<file path="src/rgbtm_pkg.sv">
// ----------------------------------------------------------------------------
// rgbtm_pkg
// Shared types, register indexes, mode codes and the grey snap table for the
// RGB555 tone mapper.
// ----------------------------------------------------------------------------
package rgbtm_pkg;

   // configuration register indexes
   localparam logic [2:0] CSR_TONE_MODE    = 3'd0;
   localparam logic [2:0] CSR_RED_GAIN     = 3'd1;
   localparam logic [2:0] CSR_GREEN_GAIN   = 3'd2;
   localparam logic [2:0] CSR_BLUE_GAIN    = 3'd3;
   localparam logic [2:0] CSR_DESAT_AMOUNT = 3'd4;

   // tone mode codes
   localparam logic [2:0] MODE_GREY     = 3'd0;
   localparam logic [2:0] MODE_SNAP     = 3'd1;
   localparam logic [2:0] MODE_SEPIA    = 3'd2;
   localparam logic [2:0] MODE_CUSTOM   = 3'd3;
   localparam logic [2:0] MODE_DESAT    = 3'd4;

   // reset gain, full desaturation amount and channel maximum
   localparam logic [15:0] GAIN_UNITY  = 16'd256;
   localparam logic [4:0]  DESAT_FULL  = 5'd16;
   localparam logic [4:0]  CHAN_MAX    = 5'd31;

   // luma weights (q0.8) and sepia gains (q8.8)
   localparam logic [12:0] LUMA_WR     = 13'd76;
   localparam logic [12:0] LUMA_WG     = 13'd151;
   localparam logic [12:0] LUMA_WB     = 13'd29;
   localparam logic [13:0] SEPIA_RGAIN = 14'd307;
   localparam logic [12:0] SEPIA_BGAIN = 13'd240;

   // grey levels snapped to seven values
   localparam logic [4:0] GREY_SNAP [32] = '{
      5'd0,  5'd0,  5'd0,  5'd0,  5'd0,
      5'd5,  5'd5,  5'd5,  5'd5,  5'd5,
      5'd11, 5'd11, 5'd11, 5'd11, 5'd11,
      5'd16, 5'd16, 5'd16, 5'd16, 5'd16,
      5'd21, 5'd21, 5'd21, 5'd21, 5'd21,
      5'd27, 5'd27, 5'd27, 5'd27, 5'd27,
      5'd31, 5'd31
   };

   // item after the luma stage
   typedef struct packed {
      logic [15:0] pixel;
      logic        last;
      logic [4:0]  gray;
   } luma_item_type;

   // item after the product stage
   typedef struct packed {
      logic [15:0] pixel;
      logic        last;
      logic [4:0]  gray;
      logic [4:0]  snap;
      logic [5:0]  sepia_r;
      logic [4:0]  sepia_b;
      logic [7:0]  gain_r;
      logic [7:0]  gain_g;
      logic [7:0]  gain_b;
      logic [5:0]  desat_r;
      logic [5:0]  desat_g;
      logic [5:0]  desat_b;
   } prod_item_type;

endpackage

</file>
<file path="src/rgbtm_luma_stage.sv">
// ----------------------------------------------------------------------------
// rgbtm_luma_stage
// First pipeline stage: weighted sum of the three channels, giving a 5-bit luma.
// ----------------------------------------------------------------------------
module rgbtm_luma_stage (
   input  logic                    clock,
   input  logic                    reset,
   input  logic                    enable,
   input  logic                    valid_in,
   input  logic [15:0]             pixel_in,
   input  logic                    last_in,
   output logic                    valid_ff,
   output rgbtm_pkg::luma_item_type item_ff
);

   logic [12:0]              luma_sum;
   rgbtm_pkg::luma_item_type item_in;

   // luma = (76r + 151g + 29b) >> 8, never above 31
   always_comb begin
      luma_sum = 13'(pixel_in[4:0])   * rgbtm_pkg::LUMA_WR
               + 13'(pixel_in[9:5])   * rgbtm_pkg::LUMA_WG
               + 13'(pixel_in[14:10]) * rgbtm_pkg::LUMA_WB;
      item_in.pixel = pixel_in;
      item_in.last  = last_in;
      item_in.gray  = luma_sum[12:8];
   end

   // valid bit
   always_ff @(posedge clock) begin
      if (reset) begin
         valid_ff <= 1'b0;
      end else if (enable) begin
         valid_ff <= valid_in;
      end
   end

   // payload
   always_ff @(posedge clock) begin
      if (enable) begin
         item_ff <= item_in;
      end
   end

endmodule

</file>
<file path="src/rgbtm_prod_stage.sv">
// ----------------------------------------------------------------------------
// rgbtm_prod_stage
// Second pipeline stage: gain products, sepia scaling, snap lookup and the
// desaturation step for each channel.
// ----------------------------------------------------------------------------
module rgbtm_prod_stage (
   input  logic                     clock,
   input  logic                     reset,
   input  logic                     enable,
   input  logic                     valid_in,
   input  rgbtm_pkg::luma_item_type item_in,
   input  logic [15:0]              red_gain,
   input  logic [15:0]              green_gain,
   input  logic [15:0]              blue_gain,
   input  logic [4:0]               desat_amount,
   output logic                     valid_ff,
   output rgbtm_pkg::prod_item_type item_ff
);

   // biased step toward grey: (amt*(gray-c) + 512) >> 4, range 1..63
   function automatic logic [5:0] desat_step(input logic [4:0] chan,
                                             input logic [4:0] gray,
                                             input logic [4:0] amt);
      logic signed [10:0] diff_s;
      logic signed [10:0] amt_s;
      logic signed [10:0] prod_s;
      logic signed [10:0] bias_s;
      diff_s = 11'(signed'({1'b0, gray})) - 11'(signed'({1'b0, chan}));
      amt_s  = signed'({6'd0, amt});
      prod_s = amt_s * diff_s;
      bias_s = prod_s + 11'sd512;
      return bias_s[9:4];
   endfunction

   logic [4:0]               amt_sat;
   logic [20:0]              prod_r;
   logic [20:0]              prod_g;
   logic [20:0]              prod_b;
   logic [13:0]              sepia_r_full;
   logic [12:0]              sepia_b_full;
   rgbtm_pkg::prod_item_type item_nxt_in;

   always_comb begin
      // amounts above sixteen mean full grey
      amt_sat = (desat_amount > rgbtm_pkg::DESAT_FULL) ? rgbtm_pkg::DESAT_FULL
                                                       : desat_amount;
      // custom gains, product truncated to 16 bits before the shift
      prod_r = 21'(red_gain)   * 21'(item_in.gray);
      prod_g = 21'(green_gain) * 21'(item_in.gray);
      prod_b = 21'(blue_gain)  * 21'(item_in.gray);
      // sepia scaling
      sepia_r_full = 14'(item_in.gray) * rgbtm_pkg::SEPIA_RGAIN;
      sepia_b_full = 13'(item_in.gray) * rgbtm_pkg::SEPIA_BGAIN;

      item_nxt_in.pixel   = item_in.pixel;
      item_nxt_in.last    = item_in.last;
      item_nxt_in.gray    = item_in.gray;
      item_nxt_in.snap    = rgbtm_pkg::GREY_SNAP[item_in.gray];
      item_nxt_in.sepia_r = sepia_r_full[13:8];
      item_nxt_in.sepia_b = sepia_b_full[12:8];
      item_nxt_in.gain_r  = prod_r[15:8];
      item_nxt_in.gain_g  = prod_g[15:8];
      item_nxt_in.gain_b  = prod_b[15:8];
      item_nxt_in.desat_r = desat_step(item_in.pixel[4:0],   item_in.gray, amt_sat);
      item_nxt_in.desat_g = desat_step(item_in.pixel[9:5],   item_in.gray, amt_sat);
      item_nxt_in.desat_b = desat_step(item_in.pixel[14:10], item_in.gray, amt_sat);
   end

   // valid bit
   always_ff @(posedge clock) begin
      if (reset) begin
         valid_ff <= 1'b0;
      end else if (enable) begin
         valid_ff <= valid_in;
      end
   end

   // payload
   always_ff @(posedge clock) begin
      if (enable) begin
         item_ff <= item_nxt_in;
      end
   end

endmodule

</file>
<file path="src/rgbtm_pack_stage.sv">
// ----------------------------------------------------------------------------
// rgbtm_pack_stage
// Last pipeline stage: clamping, mode selection and RGB555 packing into the
// output register.
// ----------------------------------------------------------------------------
module rgbtm_pack_stage (
   input  logic                     clock,
   input  logic                     reset,
   input  logic                     enable,
   input  logic                     valid_in,
   input  rgbtm_pkg::prod_item_type item_in,
   input  logic [2:0]               tone_mode,
   input  logic [4:0]               desat_amount,
   output logic                     valid_ff,
   output logic [15:0]              pixel_ff,
   output logic                     last_ff
);

   logic [4:0]  sep_r;
   logic [4:0]  gain_r;
   logic [4:0]  gain_g;
   logic [4:0]  gain_b;
   logic [4:0]  des_r;
   logic [4:0]  des_g;
   logic [4:0]  des_b;
   logic [15:0] pixel_in;

   always_comb begin
      // clamp to the channel range
      sep_r  = item_in.sepia_r[5] ? rgbtm_pkg::CHAN_MAX : item_in.sepia_r[4:0];
      gain_r = (item_in.gain_r[7:5] != 3'd0) ? rgbtm_pkg::CHAN_MAX : item_in.gain_r[4:0];
      gain_g = (item_in.gain_g[7:5] != 3'd0) ? rgbtm_pkg::CHAN_MAX : item_in.gain_g[4:0];
      gain_b = (item_in.gain_b[7:5] != 3'd0) ? rgbtm_pkg::CHAN_MAX : item_in.gain_b[4:0];
      // c + step - 32, kept modulo 32
      des_r = item_in.pixel[4:0]   + item_in.desat_r[4:0];
      des_g = item_in.pixel[9:5]   + item_in.desat_g[4:0];
      des_b = item_in.pixel[14:10] + item_in.desat_b[4:0];

      // mode select
      case (tone_mode)
         rgbtm_pkg::MODE_GREY: begin
            pixel_in = {1'b0, item_in.gray, item_in.gray, item_in.gray};
         end
         rgbtm_pkg::MODE_SNAP: begin
            pixel_in = {1'b0, item_in.snap, item_in.snap, item_in.snap};
         end
         rgbtm_pkg::MODE_SEPIA: begin
            pixel_in = {1'b0, item_in.sepia_b, item_in.gray, sep_r};
         end
         rgbtm_pkg::MODE_CUSTOM: begin
            pixel_in = {1'b0, gain_b, gain_g, gain_r};
         end
         rgbtm_pkg::MODE_DESAT: begin
            // zero amount passes the word through, bit 15 included
            if (desat_amount == 5'd0) begin
               pixel_in = item_in.pixel;
            end else begin
               pixel_in = {1'b0, des_b, des_g, des_r};
            end
         end
         default: begin
            pixel_in = item_in.pixel;
         end
      endcase
   end

   // valid bit
   always_ff @(posedge clock) begin
      if (reset) begin
         valid_ff <= 1'b0;
      end else if (enable) begin
         valid_ff <= valid_in;
      end
   end

   // output register
   always_ff @(posedge clock) begin
      if (enable) begin
         pixel_ff <= pixel_in;
         last_ff  <= item_in.last;
      end
   end

endmodule

</file>
<file path="src/rgb555_tone_mapper.sv">
// ----------------------------------------------------------------------------
// rgb555_tone_mapper
// Per-colour tone mapping of RGB555 words: grey, snapped grey, sepia, custom
// three-gain tone, partial desaturation, or pass-through for unused modes.
// ----------------------------------------------------------------------------
// The block takes one colour item per clock unless every stage is full and
// the result side is not ready. It gives one toned item per colour, in
// order, after the luma stage, the product stage (gain multipliers, sepia
// scaling, desaturation step) and the pack stage, whose register drives the
// rsp_ ports. Each stage holds its item while the stage after it is full and
// stalled, so up to three items are in flight. The user must write registers
// through the csr_ port only while no item is in flight; the block itself
// does not enforce it. Indexes five to seven are ignored.
// ----------------------------------------------------------------------------
module rgb555_tone_mapper (
   input  logic        clock,
   input  logic        reset,
   // input items
   input  logic        req_valid,
   output logic        req_ready,
   input  logic [15:0] req_pixel_in,
   input  logic        req_last_in,
   // result items
   output logic        rsp_valid,
   input  logic        rsp_ready,
   output logic [15:0] rsp_pixel_out,
   output logic        rsp_last_out,
   // configuration writes
   input  logic        csr_we,
   input  logic [2:0]  csr_index,
   input  logic [15:0] csr_wdata
);

   logic [2:0]  tone_mode_ff;
   logic [15:0] red_gain_ff;
   logic [15:0] green_gain_ff;
   logic [15:0] blue_gain_ff;
   logic [4:0]  desat_amount_ff;

   logic                     luma_valid;
   logic                     prod_valid;
   logic                     en_luma;
   logic                     en_prod;
   logic                     en_pack;
   rgbtm_pkg::luma_item_type luma_item;
   rgbtm_pkg::prod_item_type prod_item;

   // configuration registers
   always_ff @(posedge clock) begin
      if (reset) begin
         tone_mode_ff    <= rgbtm_pkg::MODE_GREY;
         red_gain_ff     <= rgbtm_pkg::GAIN_UNITY;
         green_gain_ff   <= rgbtm_pkg::GAIN_UNITY;
         blue_gain_ff    <= rgbtm_pkg::GAIN_UNITY;
         desat_amount_ff <= 5'd0;
      end else if (csr_we) begin
         unique case (csr_index)
            rgbtm_pkg::CSR_TONE_MODE:    tone_mode_ff    <= csr_wdata[2:0];
            rgbtm_pkg::CSR_RED_GAIN:     red_gain_ff     <= csr_wdata;
            rgbtm_pkg::CSR_GREEN_GAIN:   green_gain_ff   <= csr_wdata;
            rgbtm_pkg::CSR_BLUE_GAIN:    blue_gain_ff    <= csr_wdata;
            rgbtm_pkg::CSR_DESAT_AMOUNT: desat_amount_ff <= csr_wdata[4:0];
            default: begin
            end
         endcase
      end
   end

   // stage advance: a stage moves when it is empty or the next one moves
   assign en_pack   = !rsp_valid || rsp_ready;
   assign en_prod   = !prod_valid || en_pack;
   assign en_luma   = !luma_valid || en_prod;
   assign req_ready = en_luma;

   rgbtm_luma_stage u_luma (
      .clock    (clock),
      .reset    (reset),
      .enable   (en_luma),
      .valid_in (req_valid),
      .pixel_in (req_pixel_in),
      .last_in  (req_last_in),
      .valid_ff (luma_valid),
      .item_ff  (luma_item)
   );

   rgbtm_prod_stage u_prod (
      .clock        (clock),
      .reset        (reset),
      .enable       (en_prod),
      .valid_in     (luma_valid),
      .item_in      (luma_item),
      .red_gain     (red_gain_ff),
      .green_gain   (green_gain_ff),
      .blue_gain    (blue_gain_ff),
      .desat_amount (desat_amount_ff),
      .valid_ff     (prod_valid),
      .item_ff      (prod_item)
   );

   rgbtm_pack_stage u_pack (
      .clock        (clock),
      .reset        (reset),
      .enable       (en_pack),
      .valid_in     (prod_valid),
      .item_in      (prod_item),
      .tone_mode    (tone_mode_ff),
      .desat_amount (desat_amount_ff),
      .valid_ff     (rsp_valid),
      .pixel_ff     (rsp_pixel_out),
      .last_ff      (rsp_last_out)
   );

   // full pipeline with a stalled output takes no new item
   a_full_stall: assert property (@(posedge clock) disable iff (reset)
      (luma_valid && prod_valid && rsp_valid && !rsp_ready) |-> !req_ready)
      else $error("item taken while pipeline full and stalled");

   // a stalled product stage keeps its item
   a_prod_hold: assert property (@(posedge clock) disable iff (reset)
      (prod_valid && !en_prod) |=> (prod_valid && $stable(prod_item)))
      else $error("product stage lost its item during a stall");

   // grey mode gives equal channels and a clear top bit
   a_grey_equal: assert property (@(posedge clock) disable iff (reset)
      (rsp_valid && tone_mode_ff == rgbtm_pkg::MODE_GREY) |->
      (rsp_pixel_out[4:0] == rsp_pixel_out[9:5] &&
       rsp_pixel_out[9:5] == rsp_pixel_out[14:10] && !rsp_pixel_out[15]))
      else $error("grey mode channels differ");

   // sepia red never falls below green
   a_sepia_warm: assert property (@(posedge clock) disable iff (reset)
      (rsp_valid && tone_mode_ff == rgbtm_pkg::MODE_SEPIA) |->
      (rsp_pixel_out[4:0] >= rsp_pixel_out[9:5] && !rsp_pixel_out[15]))
      else $error("sepia red below green");

endmodule
</file>
<file path="config.mk">
export PLATFORM = sky130hd
export DESIGN_NAME = rgb555_tone_mapper
export DESIGN_NICKNAME = d
export VERILOG_FILES = /design/src/rgbtm_pkg.sv /design/src/rgbtm_luma_stage.sv /design/src/rgbtm_prod_stage.sv /design/src/rgbtm_pack_stage.sv /design/src/rgb555_tone_mapper.sv
export SDC_FILE = /design/constraint.sdc
export NUM_CORES = 1
export LEC_CHECK = 0
export ABC_AREA = 1
export ABC_CLOCK_PERIOD_IN_PS = 14000
export BUFFER_PORTS_ARGS = -buffer_cell sky130_fd_sc_hd__buf_2
export CAP_MARGIN = 20
export CORE_UTILIZATION = 65
export DETAILED_ROUTE_END_ITERATION = 10
export GPL_ROUTABILITY_DRIVEN = 1
export PLACE_DENSITY = 0.83
export SETUP_SLACK_MARGIN = 0.15
export SYNTH_ARGS = -nofsm -noshare
export SYNTH_HDL_FRONTEND = slang
export SYNTH_HIERARCHICAL = 1
export SYNTH_SLANG_ARGS = --single-unit
export TNS_END_PERCENT = 1
</file>
<file path="constraint.sdc">
create_clock -name clock -period 14 [get_ports clock]
set_input_delay 0.7 -clock clock [delete_from_list [all_inputs] [get_ports clock]]
set_output_delay 0.7 -clock clock [all_outputs]
set_load 0.05 [all_outputs]
</file>
* After elaboration in Yosys (flattened, before gate mapping) *
Memories as Yosys holds them, arrays and structs flattened. A register that Yosys moved wholly into a read port is not among the register bits.
Index checks and enable logic that the tools add are counted.

operators by class
  order comparisons = 1
  bitwise operators = 1
  add/sub/neg operators = 11
  reductions and logical operators = 17
  equal/unequal tests = 8
  muxes and demuxes = 7
  multiply operators = 11

operators with widths
  kind                    number
  $pmux W16 S5            1
  $mul A16 B5 Y16         3
  $mul A6 B11 Y9          3
  $add A9 B1 Y9 const B   3
  $mux W5                 5
  $mul A5 B5 Y10 const B  2
  $sub A5 B5 Y6           3
  $mux W16                1
  $add A5 B5 Y5           3
  $mul A5 B9 Y14 const B  1
  $add A12 B13 Y13        1
  $add A13 B10 Y13        1
  $mul A5 B8 Y13 const B  1
  $eq A3 B2 Y1 const B    4
  $reduce_and A2 Y1       5
  $mul A5 B4 Y9 const B   1
  $reduce_bool A3 Y1      3
  $eq A3 B1 Y1 const B    2
  $eq A3 B3 Y1 const B    2
  $logic_not A3 Y1        2
  $not A5 Y6              1
  $gt A5 B5 Y1 const B    1
  $logic_not A5 Y1        1
  $logic_not A1 Y1        3
  $logic_or A1 B1 Y1      3

word-level totals
  memory bits (read-only) = 160
  register bits after elaboration = 170
  word-level logic and storage cells = 81
  memories kept = 1
  output and inout bits = 19
  input bits = 41

memory list
  name             depth  width  rd ports  clocked after Yosys merged registers in  write ports  RTL line                source
  (no name shown)  32     5      1         1                                        0            rgbtm_prod_stage.sv:58  item_nxt_in.snap = rgbtm_pkg::GREY_SNAP[item_in.gray];

* Logic depth before layout (Yosys ltp) *
Gate-level depths: netlist (run 1).

  depth after elaboration = 4
  mapped depth = 22
  depth with buffers taken out = 22

* By module *
Netlist (run 1), hierarchy kept.

by module, submodules not included
  module              instances  cells each  sequential area each (um^2)  area each (um^2)
  rgbtm_prod_stage    1          1655        2392.3                       12700.9
  rgbtm_luma_stage    1          299         680.7                        2812.7
  rgb555_tone_mapper  1          337         1121.1                       2334.7
  rgbtm_pack_stage    1          286         530.5                        1929.4

* Worst setup path before layout (run 1) *
OpenSTA, ideal clock, no wires.

  path type = register to register
  start point = register u_luma/item_ff[0] (netlist name)
  end point = register u_prod/item_ff[10] (netlist name), data pin
  cell stages (with the launch flop) = 22
  required time = 13742 ps
  path slack = 8623 ps
  data arrival time = 5120 ps
  period minus slack after synthesis = 5377 ps
  setup time = 258 ps
  buffers on the path = 2
  cell sequence = edfxtp_1 buf_6 clkbuf_1 inv_1 ha_1 inv_1 fa_1 nand3_1 nand2_1 xnor2_1 inv_1 nand2_1 fa_1 fa_1 inv_1 fa_1 fa_1 inv_1 fa_1 o21ai_0 a21oi_1 xnor2_1

RTL lines
  item                    RTL line                source
  start, declared         rgbtm_luma_stage.sv:13  output rgbtm_pkg::luma_item_type item_ff
  start signal, assigned  rgbtm_luma_stage.sv:41  item_ff <= item_in;
  end signal, assigned    rgbtm_prod_stage.sv:81  item_ff <= item_nxt_in;
  end, declared           rgbtm_prod_stage.sv:17  output rgbtm_pkg::prod_item_type item_ff

==> key figures, run 1 <==
Outcome
  – Outcome: complete, no violations

Worst setup path
  – WP depth: 20
  – Critical path's slowest cell: fa_1
  – WP buf/inv: 6
  – Critical path cell sequence: buf_4 > inv_1 > ha_1 > inv_1 > fa_1 > nand3_1 > nand2_1 > xnor2_1 > inv_1 > nand2_1 > fa_1 > fa_1 > inv_1 > fa_1 > fa_1 > inv_1 > fa_1 > o21ai_0 > a21oi_1 > xnor2_1
  – CP Capture Type: flip-flop
  – Critical Path AT: 5.98 ns
  – Worst Path Max Fanout: 55
  – Startpoint types: flip-flop
  – Worst endpoint required time: 14.20 ns
  – CP dominant cell by count: fa_1
  – Reg2Reg Depth: 20
  – Delay of the slowest critical-path stage: 0.55 ns
  – Top delay family on crit path: adder cells
  – Critical path class: flip-flop to flip-flop

Yosys
  – Synth Instances: 2508
  – Syn avg cell area: 7.736 sq um
  – Synth Warn #: 6
  – Mapped Nets: 2951
  – Synthesized cell area: 0.01940 sq mm

Timing
  – Slew Viols, Final: 0
  – Fin crit share: 41.28%
  – Fin. Hold Viols: 0
  – Final worst slack: 8.221 ns
  – Setup_tns: 0 ns
  – Final min period: 5.779 ns
  – Slew HR: 29.01%
  – RSZ-0062 raised after global routing: no
  – Fmax: 0.1730 GHz
  – Final Setup Violations: 0
  – Worst Clk Skew: 0.007641 ns
  – Slew @ Worst Pin: 1.063 ns

Global route
  – Largest net degree at the start of global routing: 72
  – Antenna violations before repair: 1
  – Total Routing Usage GR: 31.56%
  – Total gr overflow: 0
  – First-pass GRT wire length: 77.25 mm
  – Vias in the first global route: 16770

Floorplan
  – Std cell rows: 62
  – IO Pins: 60
  – Core Box Area: 0.02901 sq mm
  – Die Width: 174.8 um
  – Starting Density: 66.88%
  – Die Area: 0.03054 sq mm
  – Vert. Die Dim: 174.8 um

CTS
  – CTS Buffer Depth: 2
  – Number of post-CTS setup repair buffers: 0
  – Root Buffer: clkbuf_16
  – CTS Sinks: 174
  – # resized after CTS: 0
  – Num CTS Buffers: 17
  – Cts hold-fix bufs: 0
  – Worst skew pair latency: 0.45 ns
  – CTS clock-pin slew for the worst setup and hold paths: 0.07 ns
  – Maximum level of the CTS H-tree: 4
  – TritonCTS clock tree: done

Flow run
  – MaxCap Viol Count: 0

Detailed routing
  – 1st-iter DRT viols: 1258
  – Vias: 16250
  – WL final: 45.51 mm
  – Via density: 5.529
  – Pre-Repair DR Iteration Count: 7
  – Detail Route Antenna Nets: 0
  – WL/cell: 15.49 um
  – DRC: 0

Worst hold path
  – Hold path depth: 1
  – HP Class: input pin to flip-flop

Layout
  – Area growth, synth to finish: 6.023%
  – Inserted Diodes: 0
  – Layout cells sized above 1: 5.597%
  – Final nets: 2985
  – Fin util: 70.90%

Power and ir drop
  – Pleak: 0.01151 uW
  – Cell Pwr Density: 181.6 mW/mm^2
  – Total Power: 3735 uW
  – Maximum VDD drop: 273.4 uV

Place
  – Pre-CTS setup slack: 8.292 ns
  – Post-DP HPWL: 35.10 mm
  – PortBufs: 59
  – Routability cong.: 0.9202
cell type report:
class                           instances  area, sq um
Tap cell                              384        480.5
Inverter                              533         2001
Multi-Input combinational cell       1747        12470
Sequential cell                       174         4634
Clock inverter                         15        173.9
Clock buffer                           17        425.4
Fill cell                            2258         8442
Timing Repair Buffer                   69        390.4
power breakdown:
group / internal, uW / switching (uW)
Clock: 255 / 232
Combinational: 862 / 1570
Sequential: 765 / 55.5
path summary, 6_finish.rpt:
path                      startpoint            endpoint  slack [ns]
setup / recovery   u_luma/item_ff[0]  u_prod/item_ff[10]        8.22
setup reg to reg   u_luma/item_ff[0]  u_prod/item_ff[10]        8.22
hold / removal           req_last_in   u_luma/item_ff[5]        0.43
hold reg to reg   u_luma/item_ff[21]  u_prod/item_ff[79]        0.43
metrics by stage:
stage	instances	cell area [sq um]	hold slack, ns
6_report	2939	20570	0.4262
5_1_grt	2939	20570	0.4188
4_1_cts	2938	20540	0.4147
3_5_place_dp	2906	19940	0.4156
3_3_place_gp	2906	19940	0.4093
2_1_floorplan	2508	19400	0.4003
placed cells by master, fill, tap and decap left out, types with 17 or more instances in the layout:
master,instances
xnor2_1,17
nand4_1,19
o21ai_0,34
a21oi_1,65
clkbuf_16,17
buf_2,59
fa_1,187
inv_1,522
nand3_1,190
xor2_1,26
dfxtp_1,59
edfxtp_1,115
ha_1,215
nor2_1,232
nand2_1,659
routing by layer:
layer  GRT usage, %  wire length [um]  vias up
met5              0                19        -
li1               -                 -     7780
met4          14.28              1638        2
met1          39.53             18580     7655
met3          4.091              3003      139
met2          54.46             22280      675
state kept, by name, indices dropped and copies added (netlist names):
name / flops
blue_gain_ff: 16
desat_amount_ff: 5
green_gain_ff: 16
red_gain_ff: 16
tone_mode_ff: 3
u_luma/item_ff: 22
u_luma/valid_ff: 1
u_pack/last_ff: 1
u_pack/pixel_ff: 16
u_pack/valid_ff: 1
u_prod/item_ff: 76
u_prod/valid_ff: 1
No activity file was read; power rests on OpenSTA's default activity.
==> inputs of run 2 (changes only) <==
- ABC_CLOCK_PERIOD_IN_PS: 14000 -> 5950
- clock period: 14 -> 5.95 ns (I/O delays scaled with it)
==> key figures, run 2 (synthesis gave the netlist of run 1 again) <==
Global route
  – Antenna violations before repair: 0 (-1)
  – Total gr overflow: 0 (unchanged)
  – Total Routing Usage GR: 31.61% (+0.052 points)
  – Vias in the first global route: 16750 (-0.089%)
  – Largest net degree at the start of global routing: 73 (+1.4%)
  – First-pass GRT wire length: 77.49 mm (+0.32%)

Timing
  – Worst Clk Skew: 0.01022 ns (+0.002574 ns)
  – Setup_tns: 0 ns (unchanged)
  – RSZ-0062 raised after global routing: no
  – Final Setup Violations: 0 (unchanged)
  – Slew HR: 29.50% (+0.50 points)
  – Slew Viols, Final: 0 (unchanged)
  – Fmax: 0.1904 GHz (+10%)
  – Fin crit share: 88.29% (+47 points)
  – Final min period: 5.253 ns (-0.5258 ns)
  – Slew @ Worst Pin: 1.056 ns (-0.007430 ns)
  – Fin. Hold Viols: 0 (unchanged)
  – Final worst slack: 0.6969 ns (-7.524 ns)

Layout
  – Biggest register: u_prod/item_ff
  – Seq. cell area: 0.004634 sq mm (unchanged)
  – Fill cell count: 2239 (-0.84%)
  – Fin area: 0.02057 sq mm (about the same)
  – Max reg flops: 76 (unchanged)
  – Fin util: 70.92% (about the same)
  – Most common cell after layout, fill and taps aside: nand2_1
  – Area growth, synth to finish: 6.042% (about the same)
  – Layout cells sized above 1: 5.705% (+0.11 points)
  – Multi-input combinational cell area: 0.01247 sq mm (unchanged)
  – Final nets: 2989 (+0.13%)
  – Largest regs: u_prod/item_ff (76), u_luma/item_ff (22)
  – Inserted Diodes: 0 (unchanged)
  – Commonest non-fill, non-tap cells in the layout: nand2_1, inv_1, nor2_1

Floorplan
  – Std cell rows: 62 (unchanged)
  – Die Area: 0.03054 sq mm (unchanged)
  – IO Pins: 60 (unchanged)
  – Core Box Area: 0.02901 sq mm (unchanged)
  – Starting Density: 66.88% (unchanged)
  – Vert. Die Dim: 174.8 um (unchanged)
  – Die Width: 174.8 um (unchanged)

Worst setup path
  – CP Capture Type: flip-flop
  – Critical path cell sequence: inv_1 > ha_1 > inv_1 > fa_1 > nand3_1 > nand2_1 > xnor2_1 > inv_1 > nand2_1 > fa_1 > fa_1 > inv_1 > fa_1 > fa_1 > inv_1 > fa_1 > o21ai_0 > a21oi_1 > xnor2_1
  – Critical path class: flip-flop to flip-flop
  – Worst Setup SP: u_luma/item_ff[0]
  – Critical Path AT: 5.45 ns (-0.53 ns)
  – Setup slack, reg-to-reg: 0.70 ns (-7.52 ns)
  – Critical path's slowest cell: fa_1
  – Delay of the slowest critical-path stage: 0.55 ns (about the same)
  – Worst endpoint required time: 6.15 ns (-8.05 ns)
  – Reg2Reg Depth: 19 (-5.0%)
  – Critical Path Sink: u_prod/item_ff[10]
  – Crit Reg-Reg Startpoint: u_luma/item_ff[0]
  – Worst Path Max Fanout: 5 (-91%)
  – Startpoint types: flip-flop
  – FF-to-FF End: u_prod/item_ff[10]
  – CP dominant cell by count: fa_1

CTS
  – CTS Sinks: 174 (unchanged)
  – Number of post-CTS setup repair buffers: 0 (unchanged)
  – CTS clock-pin slew for the worst setup and hold paths: 0.08 ns (about the same)
  – CTS Buffer Depth: 2 (unchanged)
  – Maximum level of the CTS H-tree: 4 (unchanged)
  – Root Buffer: clkbuf_16
  – TritonCTS clock tree: done
  – Worst skew pair latency: 0.44 ns (about the same)
  – Cts hold-fix bufs: 0 (unchanged)
  – # resized after CTS: 0 (unchanged)
  – Num CTS Buffers: 17 (unchanged)

Worst hold path
  – HP Class: input pin to flip-flop

Place
  – PortBufs: 59 (unchanged)
  – Pre-CTS setup slack: 0.7502 ns (-7.542 ns)
  – Post-DP HPWL: 35.14 mm (+0.13%)
  – Routability cong.: 0.8836 (-4.0%)
  – DP Area: 0.01997 sq mm (+0.15%)

Detailed routing
  – WL final: 45.35 mm (-0.36%)
  – 1st-iter DRT viols: 1412 (+12%)
  – DRC: 0 (unchanged)
  – WL/cell: 15.41 um (-0.49%)
  – Detail Route Antenna Nets: 0 (unchanged)
  – Via density: 5.492 (-0.68%)
  – Vias: 16160 (-0.54%)
  – Pre-Repair DR Iteration Count: 7 (unchanged)

Power and ir drop
  – Total Power: 8763 uW (+130%)
  – Maximum VDD drop: 416.9 uV (+52%)
  – Pleak: 0.01152 uW (about the same)
  – Cell Pwr Density: 425.9 mW/mm^2 (+130%)

Outcome
  – Outcome: complete, no violations

Flow run
  – MaxCap Viol Count: 0 (unchanged)
## run 2: worst max-delay path: cells and delay by family, from the launching register on
family                   cells  cell delay (ns)
AND/OR/NAND/NOR              3             0.28
XOR/XNOR                     2             0.37
flip-flops                   1             0.38
adder cells (fa/ha/maj)      7             3.12
buffers and inverters        5             0.57
AO/OA/AOI/OAI                2             0.29
## run 2: layout make-up
| cell class | instances | share of cell area [%] |
|---|---|---|
| Clock buffer | 17 | 2.068 |
| Clock inverter | 15 | 0.7176 |
| Inverter | 533 | 9.724 |
| Multi-Input combinational cell | 1747 | 60.59 |
| Sequential cell | 174 | 22.52 |
| Tap cell | 384 | 2.335 |
| Timing Repair Buffer | 73 | 2.043 |
## run 2: per-layer routing
metal / track usage (%) / routed length (um)
met1: 40.03 / 18430
met2: 54.45 / 22150
met3: 4.265 / 3235
met4: 13.12 / 1539
met5: 0 / 0
## run 2: power breakdown
part / total (uW) / internal (uW) / switching, uW
clock: 1140 / 592 / 550
sequential: 1940 / 1800 / 138
combinational: 5680 / 2030 / 3660
## run 2: stage by stage
step	instances	hold slack [ns]
2_1_floorplan	2508	0.3699
3_3_place_gp	2910	0.4082
3_5_place_dp	2910	0.4135
4_1_cts	2942	0.01348
5_1_grt	2943	0.008817
6_report	2943	0.02335
## run 2: how the worst min path moves through the flow
stage	start	end	slack (ns)	cells after the start
floorplan	reset	u_luma/valid_ff	0.37	1
global placement	u_luma/item_ff[5]	u_prod/item_ff[63]	0.41	0
detailed placement	u_prod/item_ff[63]	u_pack/last_ff	0.41	0
CTS	req_last_in	u_luma/item_ff[5]	0.01	1
global route	req_last_in	u_luma/item_ff[5]	0.009	1
finish	req_last_in	u_luma/item_ff[5]	0.02	1
==> inputs of run 3 (changes only) <==
- CORE_UTILIZATION: 65 -> 45
- PLACE_DENSITY: 0.83 -> unset
==> key figures, run 3 (synthesis gave the netlist of run 1 again) <==
Floorplan
  – Std cell rows: 75 (+21%)
  – Vert. Die Dim: 209.6 um (+20%)
  – Starting Density: 45.95% (-21 points)
  – Die Area: 0.04395 sq mm (+44%)
  – Core Box Area: 0.04223 sq mm (+46%)
  – IO Pins: 60 (unchanged)
  – Die Width: 209.6 um (+20%)

Detailed routing
  – 1st-iter DRT viols: 838 (-41%)
  – WL final: 45.57 mm (+0.49%)
  – Via density: 5.002 (-8.9%)
  – Vias: 15520 (-4.0%)
  – WL/cell: 14.69 um (-4.7%)
  – DRC: 0 (unchanged)
  – Detail Route Antenna Nets: 0 (unchanged)
  – Pre-Repair DR Iteration Count: 5 (-2)

CTS
  – CTS clock-pin slew for the worst setup and hold paths: 0.07 ns (about the same)
  – Maximum level of the CTS H-tree: 4 (unchanged)
  – Number of post-CTS setup repair buffers: 0 (unchanged)
  – Num CTS Buffers: 17 (unchanged)
  – Root Buffer: clkbuf_16
  – CTS Sinks: 174 (unchanged)
  – CTS Buffer Depth: 2 (unchanged)
  – Worst skew pair latency: 0.47 ns (+0.03 ns)
  – TritonCTS clock tree: done

Timing
  – Final min period: 5.320 ns (+0.06650 ns)
  – Final worst slack: 0.6304 ns (-0.06650 ns)
  – Slew HR: 28.94% (-0.57 points)
  – Fin. Hold Viols: 0 (unchanged)
  – RSZ-0062 raised after global routing: no
  – Final Setup Violations: 0 (unchanged)
  – Fmax: 0.1880 GHz (-1.3%)
  – Fin crit share: 89.40% (+1.1 points)
  – Setup_tns: 0 ns (unchanged)
  – Worst Clk Skew: 0.01574 ns (+0.005522 ns)
  – Slew Viols, Final: 0 (unchanged)
  – Slew @ Worst Pin: 1.066 ns (+0.009957 ns)

Layout
  – Seq. cell area: 0.004634 sq mm (unchanged)
  – Fill cell count: 4189 (+87%)
  – Layout cells sized above 1: 5.813% (+0.11 points)
  – Inserted Diodes: 0 (unchanged)
  – Largest regs: u_prod/item_ff (76), u_luma/item_ff (22)
  – Final nets: 2993 (+0.13%)
  – Max reg flops: 76 (unchanged)
  – Multi-input combinational cell area: 0.01247 sq mm (unchanged)
  – Biggest register: u_prod/item_ff
  – Commonest non-fill, non-tap cells in the layout: nand2_1, inv_1, nor2_1
  – Area growth, synth to finish: 7.139%
  – Fin area: 0.02079 sq mm (+1.0%)
  – Most common cell after layout, fill and taps aside: nand2_1
  – Non-Filler Instances: 3102 (+5.4%)

Power and ir drop
  – Pleak: 0.01154 uW (+0.22%)
  – Maximum VDD drop: 258.7 uV (-38%)
  – Cell Pwr Density: 414.5 mW/mm^2 (-2.7%)

Outcome
  – Outcome: complete, no violations

Global route
  – Total gr overflow: 0 (unchanged)
  – Vias in the first global route: 15550 (-7.2%)
  – Largest net degree at the start of global routing: 78 (+6.8%)
  – Total Routing Usage GR: 22.15% (-9.5 points)
  – First-pass GRT wire length: 76.97 mm (-0.68%)
  – Antenna violations before repair: 0 (unchanged)

Worst setup path
  – Critical Path AT: 5.54 ns (+0.09 ns)
  – Worst endpoint required time: 6.18 ns (+0.03 ns)
  – Worst Path Max Fanout: 5 (unchanged)
  – Critical path class: flip-flop to flip-flop
  – CP Capture Type: flip-flop
  – Startpoint types: flip-flop

Place
  – Post-Place Cells: 3067 (+5.4%)
  – Pre-CTS setup slack: 0.6527 ns (-0.09743 ns)
  – PortBufs: 59 (unchanged)
  – Routability cong.: 0.8646 (-2.2%)
  – Post-DP HPWL: 36.45 mm (+3.7%)
  – DP Area: 0.02018 sq mm (+1.0%)

Worst hold path
  – HP Class: input pin to flip-flop

Flow run
  – MaxCap Viol Count: 0 (unchanged)
## run 3: changes by cell type in the layout (fill, tap and decap cells not counted)
cell,change
buf_4,+2
inv_4,+3
clkinvlp_2,-1
clkinv_4,+4
clkbuf_8,+2
dlygate4sd3_1,+2
clkinv_1,-1
inv_6,-3
clkinvlp_4,-2
clkinv_2,+1
bufinv_16,-1
inv_8,-2
## run 3: area by class of cell
type | count | share of cell area [%]
Multi-Input combinational cell | 1747 | 59.97
Clock buffer | 19 | 2.179
Sequential cell | 174 | 22.29
Inverter | 533 | 9.624
Tap cell | 539 | 3.244
Clock inverter | 13 | 0.4996
Timing Repair Buffer | 77 | 2.191
## run 3: path summary, 6_finish.rpt
kind,end,cells past startpoint,slack (ns),from
setup reg to reg,u_prod/item_ff[10],19,0.63,u_luma/item_ff[0]
setup / recovery,u_prod/item_ff[10],19,0.63,u_luma/item_ff[0]
hold reg to reg,u_prod/item_ff[63],0,0.42,u_luma/item_ff[5]
hold / removal,u_luma/valid_ff,3,0.06,req_valid
## run 3: worst max-delay path, stage by stage (launching register included)
cell	delay [ns]
edfxtp_1	0.39
inv_1	0.28
ha_1	0.27
inv_1	0.07
fa_1	0.40
nand3_1	0.10
nand2_1	0.07
xnor2_1	0.24
inv_1	0.12
nand2_1	0.10
fa_1	0.45
fa_1	0.54
inv_1	0.05
fa_1	0.49
fa_1	0.55
inv_1	0.07
fa_1	0.46
o21ai_0	0.20
a21oi_1	0.10
xnor2_1	0.13
## run 3: power by group
group | switching [uW] | leakage [uW] | total [uW] | internal (uW)
Combinational | 3570 | 0.00953 | 5590 | 2010
Sequential | 140 | 0.00173 | 1940 | 1800
Clock | 526 | 0.000283 | 1090 | 565
Total | 4240 | 0.0115 | 8620 | 4380
## run 3: what timing repair did
action,in CTS,in global routing
endpoints found under the hold margin,4,0
hold buffers,2,0
gates resized for setup,0,0
## run 3: layer usage
metal / up-vias / wire length (um) / GRT usage, %
met5: - / 0 / 0
met4: 0 / 965 / 7.199
met3: 52 / 1835 / 3.112
met2: 269 / 21510 / 37.23
met1: 7392 / 21260 / 29.40
li1: 7803 / - / -
## run 3: stage by stage
step	power [uW]	utilization, %	hold slack [ns]
floorplan	6221	-	0.3699
global placement	7408	47.80	0.4027
detailed placement	7511	47.80	0.4105
CTS	8677	49.16	0.02013
global route	9560	49.23	0.06500
finish	8617	49.23	0.06123
